[config.mk]
export PLATFORM = sky130hd
export DESIGN_NAME = flat_json_object_parser_top
export DESIGN_NICKNAME = d
export VERILOG_FILES = /design/src/hdl/fjop_pkg.sv /design/src/hdl/flat_json_object_parser_top.sv /design/src/hdl/fjop_token.sv /design/src/hdl/fjop_ctrl.sv
export SDC_FILE = /design/constraint.sdc
export NUM_CORES = 1
export LEC_CHECK = 0
export BUFFER_PORTS_ARGS = -buffer_cell sky130_fd_sc_hd__buf_2
export CAP_MARGIN = 15
export CELL_PAD_IN_SITES_DETAIL_PLACEMENT = 1
export CELL_PAD_IN_SITES_GLOBAL_PLACEMENT = 1
export CORE_MARGIN = 3
export CORE_UTILIZATION = 30
export CTS_BUF_LIST = sky130_fd_sc_hd__clkbuf_16
export DETAILED_ROUTE_END_ITERATION = 10
export PLACE_DENSITY = 0.68
export RECOVER_POWER = 50
export SYNTH_ARGS = -nofsm -noshare
export SYNTH_HDL_FRONTEND = slang
export SYNTH_SLANG_ARGS = --single-unit
[constraint.sdc]
create_clock -name clk_i -period 11.85 [get_ports clk_i]
set_input_delay 0.5925 -clock clk_i [delete_from_list [all_inputs] [get_ports clk_i]]
set_output_delay 0.5925 -clock clk_i [all_outputs]
set_load 0.1 [all_outputs]
[src/hdl/fjop_pkg.sv]
package fjop_pkg;

  localparam int unsigned ACC_W = 64;

  localparam logic [7:0] CH_SPACE  = 8'h20;
  localparam logic [7:0] CH_QUOTE  = 8'h22;
  localparam logic [7:0] CH_BSLASH = 8'h5C;
  localparam logic [7:0] CH_SLASH  = 8'h2F;
  localparam logic [7:0] CH_LBRACE = 8'h7B;
  localparam logic [7:0] CH_RBRACE = 8'h7D;
  localparam logic [7:0] CH_COMMA  = 8'h2C;
  localparam logic [7:0] CH_COLON  = 8'h3A;

  // literal words, left justified in five byte slots
  localparam logic [39:0] WORD_TRUE  = {"true", 8'h00};
  localparam logic [39:0] WORD_FALSE = "false";
  localparam logic [39:0] WORD_NULL  = {"null", 8'h00};

  typedef enum logic [3:0] {
    PH_OPEN, PH_FIRST, PH_KEYQ, PH_KEY, PH_COLON,
    PH_VSTART, PH_VSTR, PH_TOKEN, PH_AFTER, PH_DONE
  } phase_e;

  typedef enum logic [2:0] {
    TC_NONE, TC_TRUE, TC_FALSE, TC_NULL, TC_DIGITS, TC_BAD
  } tok_class_e;

  typedef enum logic [2:0] {
    EV_NONE, EV_KEY_BYTE, EV_STR_BYTE, EV_KEY_END, EV_VALUE_END, EV_ERROR, EV_ACCEPT
  } evt_e;

  typedef enum logic [3:0] {
    ERR_NONE, ERR_MALFORMED, ERR_CONTROL, ERR_BAD_ESCAPE, ERR_TRUNC_ESCAPE,
    ERR_UNTERMINATED, ERR_MISSING_VALUE, ERR_BAD_VALUE, ERR_TRAILING
  } err_e;

  typedef enum logic [1:0] {
    VT_STRING, VT_NUMBER, VT_BOOL, VT_NULL
  } vtype_e;

  typedef enum logic [1:0] {
    TOK_HOLD, TOK_START, TOK_FEED, TOK_CLEAR
  } tok_cmd_e;

  typedef struct packed {
    logic       kind;
    logic [7:0] byte_in;
  } in_word_t;

  typedef struct packed {
    logic [2:0]       event_res;
    logic [7:0]       char_out;
    logic [1:0]       value_type;
    logic             bool_value;
    logic [ACC_W-1:0] number_value;
    logic             number_overflow;
    logic             closes_object;
    logic [3:0]       error_code;
  } out_word_t;

  typedef struct packed {
    tok_class_e       cls;
    logic             valid;
    logic [ACC_W-1:0] acc;
    logic             ovf;
  } tok_status_t;

  typedef struct packed {
    logic       ok;
    logic [7:0] ch;
  } esc_t;

  function automatic logic is_ws(input logic [7:0] c);
    return c inside {CH_SPACE, [8'h09:8'h0D]};
  endfunction

  function automatic logic is_digit(input logic [7:0] c);
    return c inside {[8'h30:8'h39]};
  endfunction

  function automatic esc_t esc_decode(input logic [7:0] c);
    esc_t r;
    r.ok = 1'b1;
    r.ch = c;
    case (c)
      CH_QUOTE, CH_BSLASH, CH_SLASH: r.ch = c;
      8'h62:   r.ch = 8'h08;
      8'h66:   r.ch = 8'h0C;
      8'h6E:   r.ch = 8'h0A;
      8'h72:   r.ch = 8'h0D;
      8'h74:   r.ch = 8'h09;
      default: begin
        r.ok = 1'b0;
        r.ch = 8'h00;
      end
    endcase
    return r;
  endfunction

  function automatic logic [2:0] word_len(input tok_class_e cls);
    logic [2:0] n;
    case (cls)
      TC_TRUE:  n = 3'd4;
      TC_FALSE: n = 3'd5;
      TC_NULL:  n = 3'd4;
      default:  n = 3'd0;
    endcase
    return n;
  endfunction

  function automatic logic [7:0] word_char(input tok_class_e cls, input logic [2:0] pos);
    logic [39:0] w;
    logic [7:0]  ch;
    case (cls)
      TC_TRUE:  w = WORD_TRUE;
      TC_FALSE: w = WORD_FALSE;
      TC_NULL:  w = WORD_NULL;
      default:  w = '0;
    endcase
    case (pos)
      3'd0:    ch = w[39:32];
      3'd1:    ch = w[31:24];
      3'd2:    ch = w[23:16];
      3'd3:    ch = w[15:8];
      3'd4:    ch = w[7:0];
      default: ch = 8'h00;
    endcase
    return ch;
  endfunction

endpackage

[src/hdl/flat_json_object_parser_top.sv]
// flat json object parser: takes a document one byte word at a time (kind 0) and
// checks that it forms a single object of "key": value pairs, where a value is a
// quoted string or a bare token (true, false, null or a run of decimal digits).
// every input word gives exactly one result word: decoded key and string bytes
// with escapes resolved, key end, value end (with type, boolean, 64-bit number
// and overflow flag), error, or none. the first error is reported once on the
// offending byte and then held; an end of document word (kind 1) reports
// acceptance, the held error or an error for an unfinished document, and re-arms the parser for the next document.
// throughput is one word per clock while the result side does not stall; a taken
// word is held in the input register, and its result is loaded into the result
// register, from which it is offered. the rate is set by the state update, whose
// longest path is the times-ten accumulate and overflow check of a digit token.
// a stall on the result side backs up into in_stall_o in the same cycle.
module flat_json_object_parser_top (
  input  logic                clk_i,
  input  logic                rst_ni,
  input  logic                in_valid_i,
  output logic                in_stall_o,
  input  fjop_pkg::in_word_t  in_word_i,
  output logic                out_valid_o,
  input  logic                out_stall_i,
  output fjop_pkg::out_word_t out_word_o
);
  import fjop_pkg::*;

  // input register
  logic        in_vld_q;
  in_word_t    in_word_q;
  // result register
  logic        out_vld_q;
  out_word_t   out_word_q;

  logic        fire;
  out_word_t   res;
  tok_cmd_e    tok_cmd;
  tok_status_t tok_status;

  // the held word is processed when the result register is free or draining
  assign fire       = in_vld_q && (!out_vld_q || !out_stall_i);
  assign in_stall_o = in_vld_q && !fire;

  always_ff @(posedge clk_i or negedge rst_ni) begin
    if (!rst_ni) begin
      in_vld_q <= 1'b0;
    end else if (!in_stall_o) begin
      in_vld_q <= in_valid_i;
    end
  end

  always_ff @(posedge clk_i) begin
    if (in_valid_i && !in_stall_o) begin
      in_word_q <= in_word_i;
    end
  end

  // parser state machine and per-byte decode
  fjop_ctrl u_ctrl (
    .clk_i     (clk_i),
    .rst_ni    (rst_ni),
    .fire_i    (fire),
    .word_i    (in_word_q),
    .tok_i     (tok_status),
    .tok_cmd_o (tok_cmd),
    .res_o     (res)
  );

  // bare token classifier and decimal accumulator
  fjop_token u_token (
    .clk_i    (clk_i),
    .rst_ni   (rst_ni),
    .cmd_i    (tok_cmd),
    .byte_i   (in_word_q.byte_in),
    .status_o (tok_status)
  );

  always_ff @(posedge clk_i or negedge rst_ni) begin
    if (!rst_ni) begin
      out_vld_q <= 1'b0;
    end else if (fire) begin
      out_vld_q <= 1'b1;
    end else if (!out_stall_i) begin
      out_vld_q <= 1'b0;
    end
  end

  always_ff @(posedge clk_i) begin
    if (fire) begin
      out_word_q <= res;
    end
  end

  assign out_valid_o = out_vld_q;
  assign out_word_o  = out_word_q;

endmodule

[src/hdl/fjop_token.sv]
module fjop_token (
  input  logic                  clk_i,
  input  logic                  rst_ni,
  input  fjop_pkg::tok_cmd_e    cmd_i,
  input  logic [7:0]            byte_i,
  output fjop_pkg::tok_status_t status_o
);
  import fjop_pkg::*;

  tok_class_e       cls_q, cls_d, b_cls, n_cls;
  logic [2:0]       pos_q, pos_d, b_pos, n_pos;
  logic             space_q, space_d, b_space, n_space;
  logic [ACC_W-1:0] acc_q, acc_d, b_acc, n_acc;
  logic             ovf_q, ovf_d, b_ovf, n_ovf;
  logic [ACC_W+3:0] times_ten;
  logic [ACC_W-1:0] add_acc;
  logic             add_ovf;

  // a fresh token starts from the cleared state
  always_comb begin
    if (cmd_i == TOK_START) begin
      b_cls   = TC_NONE;
      b_pos   = '0;
      b_space = 1'b0;
      b_acc   = '0;
      b_ovf   = 1'b0;
    end else begin
      b_cls   = cls_q;
      b_pos   = pos_q;
      b_space = space_q;
      b_acc   = acc_q;
      b_ovf   = ovf_q;
    end
  end

  // acc * 10 + digit, saturating on overflow
  always_comb begin
    times_ten = ({4'b0, b_acc} << 3) + ({4'b0, b_acc} << 1)
              + {{ACC_W{1'b0}}, byte_i[3:0]};
    if (b_ovf) begin
      add_acc = b_acc;
      add_ovf = 1'b1;
    end else if (times_ten[ACC_W+3:ACC_W] != 4'd0) begin
      add_acc = '1;
      add_ovf = 1'b1;
    end else begin
      add_acc = times_ten[ACC_W-1:0];
      add_ovf = 1'b0;
    end
  end

  always_comb begin
    n_cls   = b_cls;
    n_pos   = b_pos;
    n_space = b_space;
    n_acc   = b_acc;
    n_ovf   = b_ovf;
    if (is_ws(byte_i)) begin
      n_space = 1'b1;
    end else if (b_space) begin
      n_cls = TC_BAD;
    end else begin
      case (b_cls)
        TC_NONE: begin
          n_pos = 3'd1;
          if (byte_i == 8'h74) begin
            n_cls = TC_TRUE;
          end else if (byte_i == 8'h66) begin
            n_cls = TC_FALSE;
          end else if (byte_i == 8'h6E) begin
            n_cls = TC_NULL;
          end else if (is_digit(byte_i)) begin
            n_cls = TC_DIGITS;
            n_acc = add_acc;
            n_ovf = add_ovf;
          end else begin
            n_cls = TC_BAD;
          end
        end
        TC_TRUE, TC_FALSE, TC_NULL: begin
          if (b_pos < word_len(b_cls) && byte_i == word_char(b_cls, b_pos)) begin
            n_pos = b_pos + 3'd1;
          end else begin
            n_cls = TC_BAD;
          end
        end
        TC_DIGITS: begin
          if (is_digit(byte_i)) begin
            n_acc = add_acc;
            n_ovf = add_ovf;
          end else begin
            n_cls = TC_BAD;
          end
        end
        default: n_cls = TC_BAD;
      endcase
    end
  end

  always_comb begin
    case (cmd_i)
      TOK_START, TOK_FEED: begin
        cls_d   = n_cls;
        pos_d   = n_pos;
        space_d = n_space;
        acc_d   = n_acc;
        ovf_d   = n_ovf;
      end
      TOK_CLEAR: begin
        cls_d   = TC_NONE;
        pos_d   = '0;
        space_d = 1'b0;
        acc_d   = '0;
        ovf_d   = 1'b0;
      end
      default: begin
        cls_d   = cls_q;
        pos_d   = pos_q;
        space_d = space_q;
        acc_d   = acc_q;
        ovf_d   = ovf_q;
      end
    endcase
  end

  always_ff @(posedge clk_i or negedge rst_ni) begin
    if (!rst_ni) begin
      cls_q   <= TC_NONE;
      pos_q   <= '0;
      space_q <= 1'b0;
      acc_q   <= '0;
      ovf_q   <= 1'b0;
    end else begin
      cls_q   <= cls_d;
      pos_q   <= pos_d;
      space_q <= space_d;
      acc_q   <= acc_d;
      ovf_q   <= ovf_d;
    end
  end

  always_comb begin
    status_o.cls = cls_q;
    status_o.acc = acc_q;
    status_o.ovf = ovf_q;
    case (cls_q)
      TC_TRUE, TC_FALSE, TC_NULL: status_o.valid = (pos_q == word_len(cls_q));
      TC_DIGITS:                  status_o.valid = 1'b1;
      default:                    status_o.valid = 1'b0;
    endcase
  end

endmodule

[src/hdl/fjop_ctrl.sv]
module fjop_ctrl (
  input  logic                  clk_i,
  input  logic                  rst_ni,
  input  logic                  fire_i,
  input  fjop_pkg::in_word_t    word_i,
  input  fjop_pkg::tok_status_t tok_i,
  output fjop_pkg::tok_cmd_e    tok_cmd_o,
  output fjop_pkg::out_word_t   res_o
);
  import fjop_pkg::*;

  phase_e     phase_q, phase_d;
  logic       esc_q, esc_d;
  err_e       sticky_q, sticky_d;
  err_e       fail_code;
  err_e       end_code;
  logic [7:0] c;
  logic       ws;
  logic       delim;
  esc_t       dec;

  assign c     = word_i.byte_in;
  assign ws    = is_ws(c);
  assign delim = (c == CH_COMMA) || (c == CH_RBRACE);
  assign dec   = esc_decode(c);

  // error raised by this byte, if any
  always_comb begin
    fail_code = ERR_NONE;
    if (!word_i.kind && sticky_q == ERR_NONE) begin
      case (phase_q)
        PH_OPEN:   if (!ws && c != CH_LBRACE) fail_code = ERR_MALFORMED;
        PH_FIRST:  if (!ws && c != CH_RBRACE && c != CH_QUOTE) fail_code = ERR_MALFORMED;
        PH_KEYQ:   if (!ws && c != CH_QUOTE) fail_code = ERR_MALFORMED;
        PH_KEY, PH_VSTR: begin
          if (esc_q) begin
            if (!dec.ok) fail_code = ERR_BAD_ESCAPE;
          end else if (c != CH_QUOTE && c < CH_SPACE) begin
            fail_code = ERR_CONTROL;
          end
        end
        PH_COLON:  if (!ws && c != CH_COLON) fail_code = ERR_MALFORMED;
        PH_VSTART: if (delim) fail_code = ERR_BAD_VALUE;
        PH_TOKEN:  if (delim && !tok_i.valid) fail_code = ERR_BAD_VALUE;
        PH_AFTER:  if (!ws && c != CH_RBRACE && c != CH_COMMA) fail_code = ERR_MALFORMED;
        PH_DONE:   if (!ws) fail_code = ERR_TRAILING;
        default:   fail_code = ERR_MALFORMED;
      endcase
    end
  end

  // verdict for an end of document word
  always_comb begin
    if (sticky_q != ERR_NONE) begin
      end_code = sticky_q;
    end else begin
      case (phase_q)
        PH_DONE:         end_code = ERR_NONE;
        PH_KEY, PH_VSTR: end_code = esc_q ? ERR_TRUNC_ESCAPE : ERR_UNTERMINATED;
        PH_VSTART:       end_code = ERR_MISSING_VALUE;
        PH_TOKEN:        end_code = tok_i.valid ? ERR_MALFORMED : ERR_BAD_VALUE;
        default:         end_code = ERR_MALFORMED;
      endcase
    end
  end

  // next state
  always_comb begin
    phase_d  = phase_q;
    esc_d    = esc_q;
    sticky_d = sticky_q;
    if (fire_i) begin
      if (word_i.kind) begin
        phase_d  = PH_OPEN;
        esc_d    = 1'b0;
        sticky_d = ERR_NONE;
      end else if (sticky_q != ERR_NONE) begin
        phase_d = phase_q;
      end else if (fail_code != ERR_NONE) begin
        sticky_d = fail_code;
        esc_d    = 1'b0;
      end else begin
        case (phase_q)
          PH_OPEN:  if (c == CH_LBRACE) phase_d = PH_FIRST;
          PH_FIRST: begin
            if (c == CH_RBRACE) phase_d = PH_DONE;
            else if (c == CH_QUOTE) phase_d = PH_KEY;
          end
          PH_KEYQ:  if (c == CH_QUOTE) phase_d = PH_KEY;
          PH_KEY, PH_VSTR: begin
            if (esc_q) begin
              esc_d = 1'b0;
            end else if (c == CH_QUOTE) begin
              phase_d = (phase_q == PH_KEY) ? PH_COLON : PH_AFTER;
            end else if (c == CH_BSLASH) begin
              esc_d = 1'b1;
            end
          end
          PH_COLON: if (c == CH_COLON) phase_d = PH_VSTART;
          PH_VSTART: begin
            if (c == CH_QUOTE) phase_d = PH_VSTR;
            else if (!ws) phase_d = PH_TOKEN;
          end
          PH_TOKEN: begin
            if (c == CH_RBRACE) phase_d = PH_DONE;
            else if (c == CH_COMMA) phase_d = PH_KEYQ;
          end
          PH_AFTER: begin
            if (c == CH_RBRACE) phase_d = PH_DONE;
            else if (c == CH_COMMA) phase_d = PH_KEYQ;
          end
          PH_DONE:  phase_d = PH_DONE;
          default:  phase_d = phase_q;
        endcase
      end
    end
  end

  // result word and token unit command
  always_comb begin
    res_o     = '0;
    tok_cmd_o = TOK_HOLD;
    if (fire_i) begin
      if (word_i.kind) begin
        tok_cmd_o = TOK_CLEAR;
        if (end_code == ERR_NONE) begin
          res_o.event_res = EV_ACCEPT;
        end else begin
          res_o.event_res  = EV_ERROR;
          res_o.error_code = end_code;
        end
      end else if (sticky_q != ERR_NONE) begin
        tok_cmd_o = TOK_HOLD;
      end else if (fail_code != ERR_NONE) begin
        res_o.event_res  = EV_ERROR;
        res_o.error_code = fail_code;
      end else begin
        case (phase_q)
          PH_FIRST, PH_AFTER: res_o.closes_object = (c == CH_RBRACE);
          PH_KEY, PH_VSTR: begin
            if (esc_q) begin
              res_o.event_res = (phase_q == PH_KEY) ? EV_KEY_BYTE : EV_STR_BYTE;
              res_o.char_out  = dec.ch;
            end else if (c == CH_QUOTE) begin
              res_o.event_res  = (phase_q == PH_KEY) ? EV_KEY_END : EV_VALUE_END;
              res_o.value_type = VT_STRING;
            end else if (c != CH_BSLASH) begin
              res_o.event_res = (phase_q == PH_KEY) ? EV_KEY_BYTE : EV_STR_BYTE;
              res_o.char_out  = c;
            end
          end
          PH_VSTART: if (!ws && c != CH_QUOTE) tok_cmd_o = TOK_START;
          PH_TOKEN: begin
            if (!delim) begin
              tok_cmd_o = TOK_FEED;
            end else begin
              tok_cmd_o           = TOK_CLEAR;
              res_o.event_res     = EV_VALUE_END;
              res_o.closes_object = (c == CH_RBRACE);
              case (tok_i.cls)
                TC_DIGITS: begin
                  res_o.value_type      = VT_NUMBER;
                  res_o.number_value    = tok_i.acc;
                  res_o.number_overflow = tok_i.ovf;
                end
                TC_NULL: res_o.value_type = VT_NULL;
                TC_TRUE: begin
                  res_o.value_type = VT_BOOL;
                  res_o.bool_value = 1'b1;
                end
                default: res_o.value_type = VT_BOOL;
              endcase
            end
          end
          default: tok_cmd_o = TOK_HOLD;
        endcase
      end
    end
  end

  always_ff @(posedge clk_i or negedge rst_ni) begin
    if (!rst_ni) begin
      phase_q  <= PH_OPEN;
      esc_q    <= 1'b0;
      sticky_q <= ERR_NONE;
    end else begin
      phase_q  <= phase_d;
      esc_q    <= esc_d;
      sticky_q <= sticky_d;
    end
  end

endmodule

==> flow_summary.json, run 1 <==
{
  "status": "finished, violations left",
  "violations": "max-capacitance violations, max-slew violations",
  "cts-root-buf": "clkbuf_16",
  "syn_to_final_growth_pct": 10.3,
  "hp-class": "primary input to register",
  "routed_wl_um": 50200,
  "wl_per_cell_um": 21.7,
  "htreeDepth": 4,
  "clock_sinks": 176,
  "start_util_pct": 30.6,
  "crit_chain": "a21boi_4, clkbuf_1, nand3_1, nor4_1, nand2_2, buf_4, and2_1, ha_1, ha_1, inv_1, fa_1, nand2b_1, a21oi_1, o21ai_0, o211ai_1, nand4_1, a211o_1, nand4_1, a2111o_1, buf_4, nor2_1, o31ai_1",
  "crit_buf_inv": 4,
  "crit_arrival_ns": 8.82,
  "vias": 13100,
  "postLayoutCoreUtil_pct": 33.8,
  "ys_top_cells_by_count": "nor2_1 (158), nand2_1 (152), ha_1 (133), and2_1 (131), a21oi_1 (128)",
  "skew_ns": 0.0130,
  "fmax_mhz": 119,
  "syn_area_um2": 14400,
  "synth_top_family_by_area": "simple AND/OR/NAND/NOR gates",
  "max_slew_margin_pct": -99.1,
  "path_max_fanout": 80,
  "clk_pin_slew_worst_paths_ns": 0.08,
  "yosys.area.top_type": "edfxtp_1",
  "min_from": "in_word_i[8]",
  "dp_slack_ns": 4.45,
  "leakagePower_nw": 6.78,
  "finalHoldWorstSlack_ns": 0.278,
  "grtUsageTotal_pct": 20.0,
  "slowest_delay_ns": 1.67,
  "worst_setup_path_end_kind": "register",
  "gp_congestion": 0.919,
  "cts_resized": 0,
  "hold_viol_final": 0,
  "dr.pass1.iters": 4,
  "timing.rr.end": "u_token.acc_q[6]$_DFFE_PN0P_",
  "viasPerCell": 5.67,
  "die_h_um": 225,
  "synth-main-ff-cell": "edfxtp_1",
  "port_buffers": 98,
  "drive_gt1_share_pct": 5.56,
  "synth_nets": 1812,
  "min_period_ns": 8.43,
  "ys_async_sr_fraction_pct": 47.2,
  "min_path_cells": 1,
  "grt_pass1_vias": 13700,
  "cp_slowest_cell": "clkbuf_1",
  "antenna_found_initial": 1,
  "clk-insertion-delay-late_ns": 0.50,
  "worst-slew-pin-transition_ns": 2.99,
  "die_w_um": 225,
  "ant_nets": 0,
  "rows": 79,
  "setup-tns-final_ns": 0,
  "ys_warn_count": 0,
  "max-cap-violations": 3,
  "ff2ff_path_depth": 22,
  "ir_worst_vdd_v": 0.0000809,
  "timing.final.ws_setup_ns": 3.42,
  "synthMuxAreaShare_pct": 0.444,
  "post_cts_buffers": 0,
  "r2r_start": "out_valid_o$_DFFE_PN0P_",
  "cellPowerDensity_nw_per_um2": 119,
  "stdcell_count": 2317,
  "diodes": 0,
  "hold_end": "in_word_q[8]$_DFFE_PP_",
  "grt_max_degree": 81,
  "critPathKind": "register to register",
  "crit_family": "buffers and inverters",
  "period_share_pct": 71.1,
  "startpoint_type": "register",
  "synth_edf_count": 93,
  "die_area_um2": 50600,
  "timing.final.max_slew_violations": 126,
  "grt_overflow_total": 0,
  "ys_types": 84,
  "numCtsBuffers": 17,
  "r2r_setup_slack_ns": 3.42,
  "postSynthCellCount": 1665,
  "ys_seq_area_share_pct": 33.9,
  "cts_tree": "done",
  "clock_path_buffers": 2,
  "yosys-top-cells-area": "edfxtp_1 (19%), dfrtp_1 (14%), ha_1 (12%), and2_1 (5.7%), a21oi_1 (4.5%)",
  "placed_cells": 2285,
  "cp.required_ns": 12.24,
  "synth_adder_area_share_pct": 11.7,
  "synth_most_common_cell": "nor2_1",
  "drt_iter0_markers": 969,
  "synth_area_per_cell_um2": 8.64,
  "synthSimpleGateAreaFrac_pct": 24.4,
  "drc": 0,
  "grt_pass1_wl_um": 79000,
  "setup_violations": 0,
  "core_um2": 47000,
  "post-dp-hpwl_um": 36700,
  "cts_hold_buf": 0,
  "rsz0062_at_grt": "no",
  "synth_compound_area_share_pct": 22.2,
  "synth_top_area_share_pct": 19.4,
  "ios": 99,
  "final_nets": 1844,
  "synth_xor_area_share_pct": 3.78,
  "synth-seq-cells": 176
}
state kept, by name (all words and copies together), names as in the netlist:
name	count
out_word_o	84
u_token.pos_q	3
u_token.ovf_q	1
u_token.cls_q	3
u_ctrl.esc_q	1
u_ctrl.phase_q	4
u_token.space_q	1
in_vld_q	1
in_word_q	9
u_ctrl.sticky_q	4
out_valid_o	1
u_token.acc_q	64
through the flow:
step	power (mW)	cell area, um^2
2_1_floorplan	1.17	14400
3_3_place_gp	1.30	15400
3_5_place_dp	1.31	15400
4_1_cts	1.90	16000
5_1_grt	1.97	15900
6_report	1.88	15900
area by class of cell:
cell class,instances,area (um^2)
clock buffer,17,425
clock inverter,15,151
fill,5511,31100
inverter,33,124
multi-input combinational,1356,9040
sequential,176,4870
tap,607,759
timing repair buffer,113,485
cell families after synthesis:
kind of cell / count (synthesis)
AOI/OAI and AO/OA: 474
xor gates and xnor gates: 62
adders and majority gates: 134
buffers and inverters: 133
DFF: 176
muxes: 6
and+or+nand+nor: 680
worst max path at each step:
stage	start	end	slack (ns)	depth (start not counted)
global route	out_valid_o$_DFFE_PN0P_	u_token.acc_q[6]$_DFFE_PN0P_	2.61	22
CTS	in_word_q[3]$_DFFE_PP_	u_token.acc_q[6]$_DFFE_PN0P_	4.40	21
finish	out_valid_o$_DFFE_PN0P_	u_token.acc_q[6]$_DFFE_PN0P_	3.42	22
floorplan	out_valid_o$_DFFE_PN0P_	u_token.acc_q[23]$_DFFE_PN0P_	1.85	22
detailed placement	in_word_q[3]$_DFFE_PP_	u_token.acc_q[6]$_DFFE_PN0P_	4.45	21
global placement	in_word_q[3]$_DFFE_PP_	u_token.acc_q[6]$_DFFE_PN0P_	4.67	21
per-layer routing:
| layer | track usage (%) | routed length, um | vias up | share of wire (%) |
|---|---|---|---|---|
| met5 | 0 | 0 | - | 0 |
| met2 | 33.2 | 23700 | 290 | 47 |
| met4 | 7.36 | 1450 | 0 | 2.9 |
| met1 | 26.2 | 23000 | 6554 | 46 |
| li1 | - | - | 6219 | - |
| met3 | 3.46 | 2010 | 73 | 4.0 |
where the power goes:
| part | switching, mW | total (mW) | internal (mW) |
|---|---|---|---|
| combinational | 0.424 | 0.553 | 0.129 |
| clock | 0.286 | 0.582 | 0.296 |
| sequential | 0.0567 | 0.744 | 0.687 |
| total | 0.767 | 1.88 | 1.11 |
layout by cell type (no fill, tap or decap), types with 22 or more instances in the layout:
cell        n
clkbuf_1   90
dfrtp_1    83
xnor2_1    39
nor2_1    156
nor3_1     45
nand2_1   151
xor2_1     23
nand3_1    35
a21oi_1   128
nand4_1    37
ha_1      133
a21o_1     48
o31ai_1    22
and2_1    130
edfxtp_1   93
inv_1      33
o21ai_0    84
(Power assumes the default switching activity.)
==> run 2: changes to the inputs <==
--- a/config.mk
+++ b/config.mk
@@ -13,7 +13,7 @@
 export CORE_UTILIZATION = 30
 export CTS_BUF_LIST = sky130_fd_sc_hd__clkbuf_16
 export DETAILED_ROUTE_END_ITERATION = 10
-export PLACE_DENSITY = 0.68
+export PLACE_DENSITY = 0.7
 export RECOVER_POWER = 50
 export SYNTH_ARGS = -nofsm -noshare
 export SYNTH_HDL_FRONTEND = slang
==> constraint.sdc (replaced) <==
create_clock -name clk_i -period 6.79 [get_ports clk_i]
set_input_delay 0.3395 -clock clk_i [delete_from_list [all_inputs] [get_ports clk_i]]
set_output_delay 0.3395 -clock clk_i [all_outputs]
set_load 0.1 [all_outputs]
==> flow_summary.json, run 2 (synthesized netlist as in run 1, its figures left out) <==
{
  "grt_pass1_wl_um": 79700,
  "clock_sinks": 176,
  "gp_congestion": 0.901,
  "drt_iter0_markers": 895,
  "cts_hold_buf": 1,
  "hp-class": "primary input to register",
  "htreeDepth": 4,
  "diodes": 0,
  "grt_pass1_vias": 13800,
  "die_area_um2": 50600,
  "post-dp-hpwl_um": 37600,
  "placed_cells": 2310,
  "setup_violations": 0,
  "drive_gt1_share_pct": 7.66,
  "syn_to_final_growth_pct": 12.3,
  "min_period_ns": 6.22,
  "stdcell_count": 2343,
  "worst_setup_path_end_kind": "register",
  "slowest_delay_ns": 0.56,
  "start_util_pct": 30.6,
  "period_share_pct": 91.7,
  "port_buffers": 98,
  "fin_area_um2": 16100,
  "p_total_mw": 3.34,
  "vias": 13200,
  "crit_buf_inv": 3,
  "clock_path_buffers": 2,
  "viasPerCell": 5.64,
  "crit_chain": "or3_4, a2111oi_4, o2111ai_2, nand2_2, buf_12, nand2_1, xnor2_1, ha_1, inv_1, fa_1, nand2b_1, a21oi_1, o21ai_0, o211ai_1, nand4_1, a211o_1, nand4_1, a2111o_1, buf_4, a211oi_1, o31ai_1",
  "drc": 0,
  "final_common_cell": "nor2_1",
  "placed_cell_area_um2": 15700,
  "hold_viol_final": 0,
  "status": "finished, violations left",
  "cts-root-buf": "clkbuf_16",
  "clk_pin_slew_worst_paths_ns": 0.08,
  "crit_arrival_ns": 6.61,
  "die_w_um": 225,
  "rsz0062_at_grt": "no",
  "numCtsBuffers": 17,
  "skew_ns": 0.0135,
  "fmax_mhz": 161,
  "clk-insertion-delay-late_ns": 0.48,
  "die_h_um": 225,
  "crit_family": "compound AO/OA/AOI/OAI gates",
  "cp_common_cell": "nand4_1",
  "core_um2": 47000,
  "dr.pass1.iters": 5,
  "largest_reg_flops": 84,
  "grt_overflow_total": 0,
  "cellPowerDensity_nw_per_um2": 207,
  "ir_worst_vdd_v": 0.000136,
  "final_nets": 1870,
  "rows": 79,
  "cts_tree": "done",
  "critPathKind": "register to register",
  "post_cts_buffers": 0,
  "ios": 99,
  "startpoint_type": "register",
  "ant_nets": 0,
  "antenna_found_initial": 0,
  "max-cap-violations": 3,
  "max_slew_margin_pct": -97.9,
  "cp.required_ns": 7.17,
  "path_max_fanout": 80,
  "violations": "max-capacitance violations, max-slew violations",
  "grt_max_degree": 81,
  "wl_per_cell_um": 21.5,
  "final_cell_mix": "nor2_1 (156), nand2_1 (151), ha_1 (131)",
  "cp_slowest_cell": "edfxtp_1",
  "routed_wl_um": 50300,
  "cts_resized": 0,
  "worst-slew-pin-transition_ns": 2.97,
  "grtUsageTotal_pct": 20.0,
  "leakagePower_nw": 6.92,
  "timing.final.max_slew_violations": 121
}
run 2: through the flow:
step	hold WS [ns]	setup TNS (ns)	utilization (%)	setup WS [ns]
detailed placement	0.379	0	33.4	0.682
CTS	0.00694	0	34.7	0.647
global route	0.00514	0	34.4	0.192
finish	0.0256	0	34.4	0.567
global placement	0.373	0	33.4	0.692
floorplan	0.0439	-0.0108	-	-0.00540
run 2: cell type report:
| class | count | area, um^2 |
|---|---|---|
| sequential | 176 | 4870 |
| timing repair buffer | 139 | 698 |
| clock inverter | 15 | 174 |
| inverter | 33 | 124 |
| clock buffer | 17 | 425 |
| tap | 607 | 759 |
| multi-input combinational | 1356 | 9090 |
| fill | 5501 | 30800 |
run 2: power breakdown:
group,switching [mW],internal (mW),leakage (nW),total [mW]
logic,0.803,0.257,4.56,1.06
registers,0.0507,1.20,2.07,1.25
clock network,0.509,0.524,0.289,1.03
run 2: layer usage:
layer | wire [um] | track usage [%]
met5 | 0 | 0
met4 | 1450 | 7.36
met3 | 2030 | 3.53
met2 | 23700 | 33.0
met1 | 23100 | 26.5
run 2: path summary, 6_finish.rpt:
kind	from	end	slack, ns	cells past startpoint
max in group asynchronous	rst_ni	out_valid_o$_DFFE_PN0P_	1.51	3
setup reg to reg	in_word_q[6]$_DFFE_PP_	u_token.acc_q[38]$_DFFE_PN0P_	0.57	21
min in group asynchronous	rst_ni	u_token.acc_q[51]$_DFFE_PN0P_	1.13	2
hold reg to reg	u_token.acc_q[16]$_DFFE_PN0P_	u_token.acc_q[16]$_DFFE_PN0P_	0.50	1
hold / removal	in_word_i[1]	in_word_q[1]$_DFFE_PP_	0.03	1
setup / recovery	in_word_q[6]$_DFFE_PP_	u_token.acc_q[38]$_DFFE_PN0P_	0.57	21
